===== config.mk =====
export PLATFORM = sky130hd
export DESIGN_NAME = bfp_bank
export DESIGN_NICKNAME = d
export VERILOG_FILES = /design/src/hw/rtl/bfp_bank.sv
export SDC_FILE = /design/constraint.sdc
export NUM_CORES = 2
export LEC_CHECK = 0
export BUFFER_PORTS_ARGS = -buffer_cell sky130_fd_sc_hd__buf_4
export CORE_MARGIN = 1.5
export CORE_UTILIZATION = 30
export CTS_BUF_LIST = sky130_fd_sc_hd__clkbuf_8
export CTS_CLUSTER_DIAMETER = 100
export DETAILED_ROUTE_END_ITERATION = 12
export MAX_ROUTING_LAYER = met4
export PLACE_DENSITY = 0.53
export SLEW_MARGIN = 40
export SYNTH_ARGS = -nofsm -noshare
export SYNTH_HDL_FRONTEND = slang
export SYNTH_SLANG_ARGS = --single-unit
export TNS_END_PERCENT = 10

===== constraint.sdc =====
create_clock -name clk -period 2.8 [get_ports clk]
set_clock_uncertainty 0.05 [all_clocks]
set_input_delay 0.56 -clock clk [delete_from_list [all_inputs] [get_ports clk]]
set_output_delay 0.56 -clock clk [all_outputs]
set_load 0.02 [all_outputs]

===== src/hw/rtl/bfp_bank.sv =====
// one byte-wide bank of the packer buffer, registered read
module bfp_bank #(
	parameter int DEPTH = 258,
	parameter int AW = 9
) (
	input  logic          clk,
	input  logic          re,
	input  logic [AW-1:0] ra,
	output logic [7:0]    rd,
	input  logic          we,
	input  logic [AW-1:0] wa,
	input  logic [7:0]    wd
);

	logic [7:0] mem [DEPTH];

	always_ff @(posedge clk) begin
		if (we) begin
			mem[wa] <= wd;
		end
		// old data on a same-address collision, the caller forwards
		if (re) begin
			rd <= mem[ra];
		end
	end

endmodule


Word level (Yosys, flattened, before mapping):

Memories as Yosys holds them, arrays and structs flattened. A register that Yosys moved wholly into a read port is not among the register bits.
Cells that the tools add are included.
Widths: inputs -> output; s select.

* register bits: 0
* latch bits: 0
* bits in writable memories: 2064
* ROM bits: 0
* bits of input ports: 29
* output and inout port bits: 8
* memories: 1

Memories
* mem: words 258, bits a word 8, rd ports 1, clocked after Yosys merged registers in 1, wr ports 1, RTL line 15 `logic [7:0] mem [DEPTH];`

* add/sub/neg operators: 0
* $mul: 0
* div/mod/pow operators: 0
* magnitude comparators: 0
* equality and inequality tests: 0
* shifts and indexed selects: 0
* mux-type cells: 2
* bitwise logic cells: 0
* reductions and logical operators: 0

Operators with widths (number)
* $mux 1: 2

Logic depth before layout (Yosys ltp):

* depth after elaboration: 2
* gate-level depth with buffers: 13
* mapped depth without buffers: 7

Worst setup path before layout:

Ideal clock, no wire load.

* path type: input to register
* from: in ra[0]
* to: reg rd[5] (read register of mem) (data pin)
* arrival: 2.493 ns
* data required time: 2.480 ns
* setup slack: -0.012 ns
* stages on the path: 10
* cells stage by stage: buf_6 buf_12 buf_6 buf_6 buf_6 mux4_2 a221oi_1 o22ai_1 nor4_1 a221oi_1

RTL lines
* from (decl): RTL line 8 `input logic [AW-1:0] ra,`
* to (decl): RTL line 9 `output logic [7:0] rd,`

==> impl_metrics.py <==
metrics = {
    "global_routing": {
        "met1_usage": 0.225,
        "use_met3": 0.0292,
        "grt_pass1_vias": 43982,
        "gr-total-overflow": 0,
        "grt_pass1_wl_um": 327000,
        "met2_usage": 0.275,
        "grt_start_max_net_pins": 90,
        "antenna_found_initial": 7,
        "grt_usage": 0.173,
        "grt.busiest_layer": "met2",
    },
    "synth": {
        "ys_seq_area_frac": 0.771,
        "syn_area_um2": 80700,
        "yosys-top-cells-count": "edfxtp_1, mux4_2, nor2_1",
        "syn_nets": 3849,
        "yosysWarnings": 0,
        "synth_cell_types": 56,
        "synth.most_common_cell": "edfxtp_1",
        "synth_edf_count": 2072,
        "synthTopCellsByArea": "edfxtp_1, mux4_2, mux2i_1, nor2_1, a22oi_1",
        "synth-seq-cells": 2072,
        "synthCells": 3820,
        "async_flop_share": 0,
        "postSynthAreaPerCell_um2": 21.1,
        "synth_ff_type": "edfxtp_1",
        "synth_area_leader_cell": "edfxtp_1",
        "synth_top_area_frac": 0.771,
    },
    "final_layout": {
        "area_growth_pct": 21.0,
        "final_area_um2": 97700,
        "finalNetCount": 4864,
        "drive_above_1_share": 0.341,
        "fillers": 24926,
        "fin_cells": 8637,
        "fin_util": 0.365,
    },
    "place": {
        "placed_cell_area_um2": 91400,
        "numPortBuffers": 36,
        "gp_congestion": 0.862,
        "hpwl_um": 153000,
        "place_inst": 8014,
    },
    "floorplanning": {
        "die-width_um": 522,
        "core_area_um2": 268000,
        "io_pins": 37,
        "die_height_um": 522,
        "start_util": 0.302,
        "rows": 190,
        "die_area_um2": 272000,
    },
    "job": {
        "maxCapViolations": 0,
    },
    "sta": {
        "period_minus_slack_ns": 2.80,
        "setup_viol": 1,
        "hold_violations": 0,
        "whs_ns": 0.103,
        "worst_pin_slew_ns": 0.905,
        "period_share": 1.00,
        "drv_slew": 0,
        "relSlewSlack": 0.394,
        "fmax_mhz": 357,
        "rsz0062_at_grt": "no",
        "worst_slack_ns": -0.00385,
    },
    "power": {
        "p_sw_uw": 14100,
        "power.internal_uw": 48100,
        "pwr-share-clk": 0.390,
        "peakVddDrop_v": 0.000497,
        "power_per_cell_area_nw_per_um2": 637,
        "power.leakage_uw": 0.0324,
        "p_seq_frac": 0.550,
        "p_comb_frac": 0.059,
        "swShare": 0.227,
    },
    "clock_tree": {
        "root_buffer": "clkbuf_8",
        "clockBufferDepth": 4,
        "postCtsSetupRepairBufs": 0,
        "clock_sinks": 2072,
        "htree_levels": 5,
        "cts_tree": "yes",
        "cts_made_buffers": 359,
        "clk_pin_slew_worst_paths_ns": 0.06,
        "clk_latency_ns": 1.08,
    },
    "status": {
        "failed_checks": "setup timing",
        "status": "finished, violations left",
    },
    "route": {
        "wl_per_cell_um": 26.6,
        "drc": 0,
        "via_per_inst": 4.95,
        "ant_nets": 0,
        "vias": 42769,
        "dr.first_iter.drc_count": 4006,
        "routed_wl_um": 230000,
        "dr.pass1.iters": 6,
    },
    "critical_path": {
        "path_class": "register to register",
        "cp_slowest_cell": "mux4_2",
        "cp_data_arrival_time_ns": 3.51,
        "cp_common_cell": "a221oi_1",
        "worstPathCellList": "mux4_2 -> a22o_1 -> a221oi_1 -> nand4_1 -> nor3_1 -> buf_4 -> a221oi_1",
        "worstSetupStartpointType": "register",
        "end_kind": "register",
        "crit_required_ns": 3.51,
        "crit_path_max_incr_delay_ns": 0.47,
        "critical_path.max_fanout": 1,
    },
    "hold_path": {
        "min_path_type": "primary input to register",
    },
}
path summary, 6_finish.rpt:
kind	start	to	slack [ns]	cells past startpoint
setup reg to reg	mem[246][1]$_DFFE_PP_	rd[1]$_DFFE_PP_	-0.004	7
setup / recovery	mem[246][1]$_DFFE_PP_	rd[1]$_DFFE_PP_	-0.004	7
hold reg to reg	mem[256][7]$_DFFE_PP_	rd[7]$_DFFE_PP_	0.68	2
hold / removal	ra[8]	rd[0]$_DFFE_PP_	0.10	3
logic make-up (layout without fill, tap and decap cells):
group,count (synthesis),count (layout),synth area share
buffers and inverters,216,1476,0.0194
AO/OA/AOI/OAI,298,298,0.0269
other,0,5,0
AND/OR/NAND/NOR,580,580,0.0314
flip-flops,2072,2072,0.771
multiplexers,654,654,0.152
timing repair:
item	CTS	global route
pin swaps	0	0
gates resized for setup	4	2
hold endpoints to repair	356	0
hold buffers	12	0
setup endpoints to repair	3	2
critical path: cells and delay by family, from the launching register on:
family	cells	cell delay [ns]
compound gates	3	0.78
buf+inv	1	0.22
mux	1	0.47
flops	1	0.36
simple gates	2	0.61
routing by layer:
| layer | part of all wire | vias to the layer above |
|---|---|---|
| met1 | 0.43 | 22915 |
| met5 | 0 | - |
| met4 | 0.032 | 0 |
| li1 | - | 18031 |
| met2 | 0.49 | 1446 |
| met3 | 0.057 | 377 |
registers in the layout, indices dropped and copies added, names as in the netlist:
register / cells
rd: 8
mem: 2064
power by group through the flow:
stage	sequential, uW	combinational, uW	clock (uW)
finish	34200	3700	24300
global route	34200	3890	26300
CTS	34200	3750	24900
detailed placement	34900	3720	0
global placement	34900	3680	0
floorplan	34900	1620	0
cell type report:
cell class	instances	area, um2	share of cell area
Antenna cell	5	12.5	0.000128
Clock buffer	362	4980	0.0510
Clock inverter	244	1140	0.0117
Inverter	4	17.5	0.000179
Multi-Input combinational cell	1532	17000	0.174
Sequential cell	2072	62200	0.637
Tap cell	3552	4440	0.0455
Timing Repair Buffer	866	7830	0.0802
per-stage QoR:
stage | setup TNS (ns) | power (uW) | setup WS, ns
2_1_floorplan | -0.0107 | 36500 | -0.00370
3_3_place_gp | -7.28 | 38500 | -1.15
3_5_place_dp | -7.45 | 38600 | -1.18
4_1_cts | 0 | 62900 | 0.0264
5_1_grt | 0 | 64300 | 0.00643
6_report | -0.00385 | 62200 | -0.00385
cell usage in the layout, fill, tap and decap left out, types with 7 or more instances in the layout:
| cell | count |
|---|---|
| edfxtp_1 | 2072 |
| mux2_2 | 8 |
| mux4_2 | 438 |
| nor4_1 | 8 |
| buf_4 | 746 |
| a221oi_1 | 33 |
| a31oi_1 | 7 |
| a211oi_1 | 15 |
| buf_8 | 8 |
| nand2_1 | 94 |
| a22o_1 | 13 |
| inv_1 | 125 |
| clkinv_1 | 72 |
| and3_1 | 14 |
| a21oi_1 | 39 |
| buf_12 | 98 |
| o21ai_0 | 22 |
| clkbuf_8 | 364 |
| nand4_1 | 19 |
| nand3_1 | 49 |
| nor2_1 | 315 |
| nor3_1 | 21 |
| clkinv_2 | 34 |
| a22oi_1 | 107 |
| nand2b_1 | 16 |
| o22ai_1 | 9 |
| mux4_1 | 12 |
| dlygate4sd3_1 | 12 |
| o211ai_1 | 13 |
| mux2i_1 | 196 |
| nor2b_1 | 13 |
Note: power is estimated with default switching activity, not from simulation.
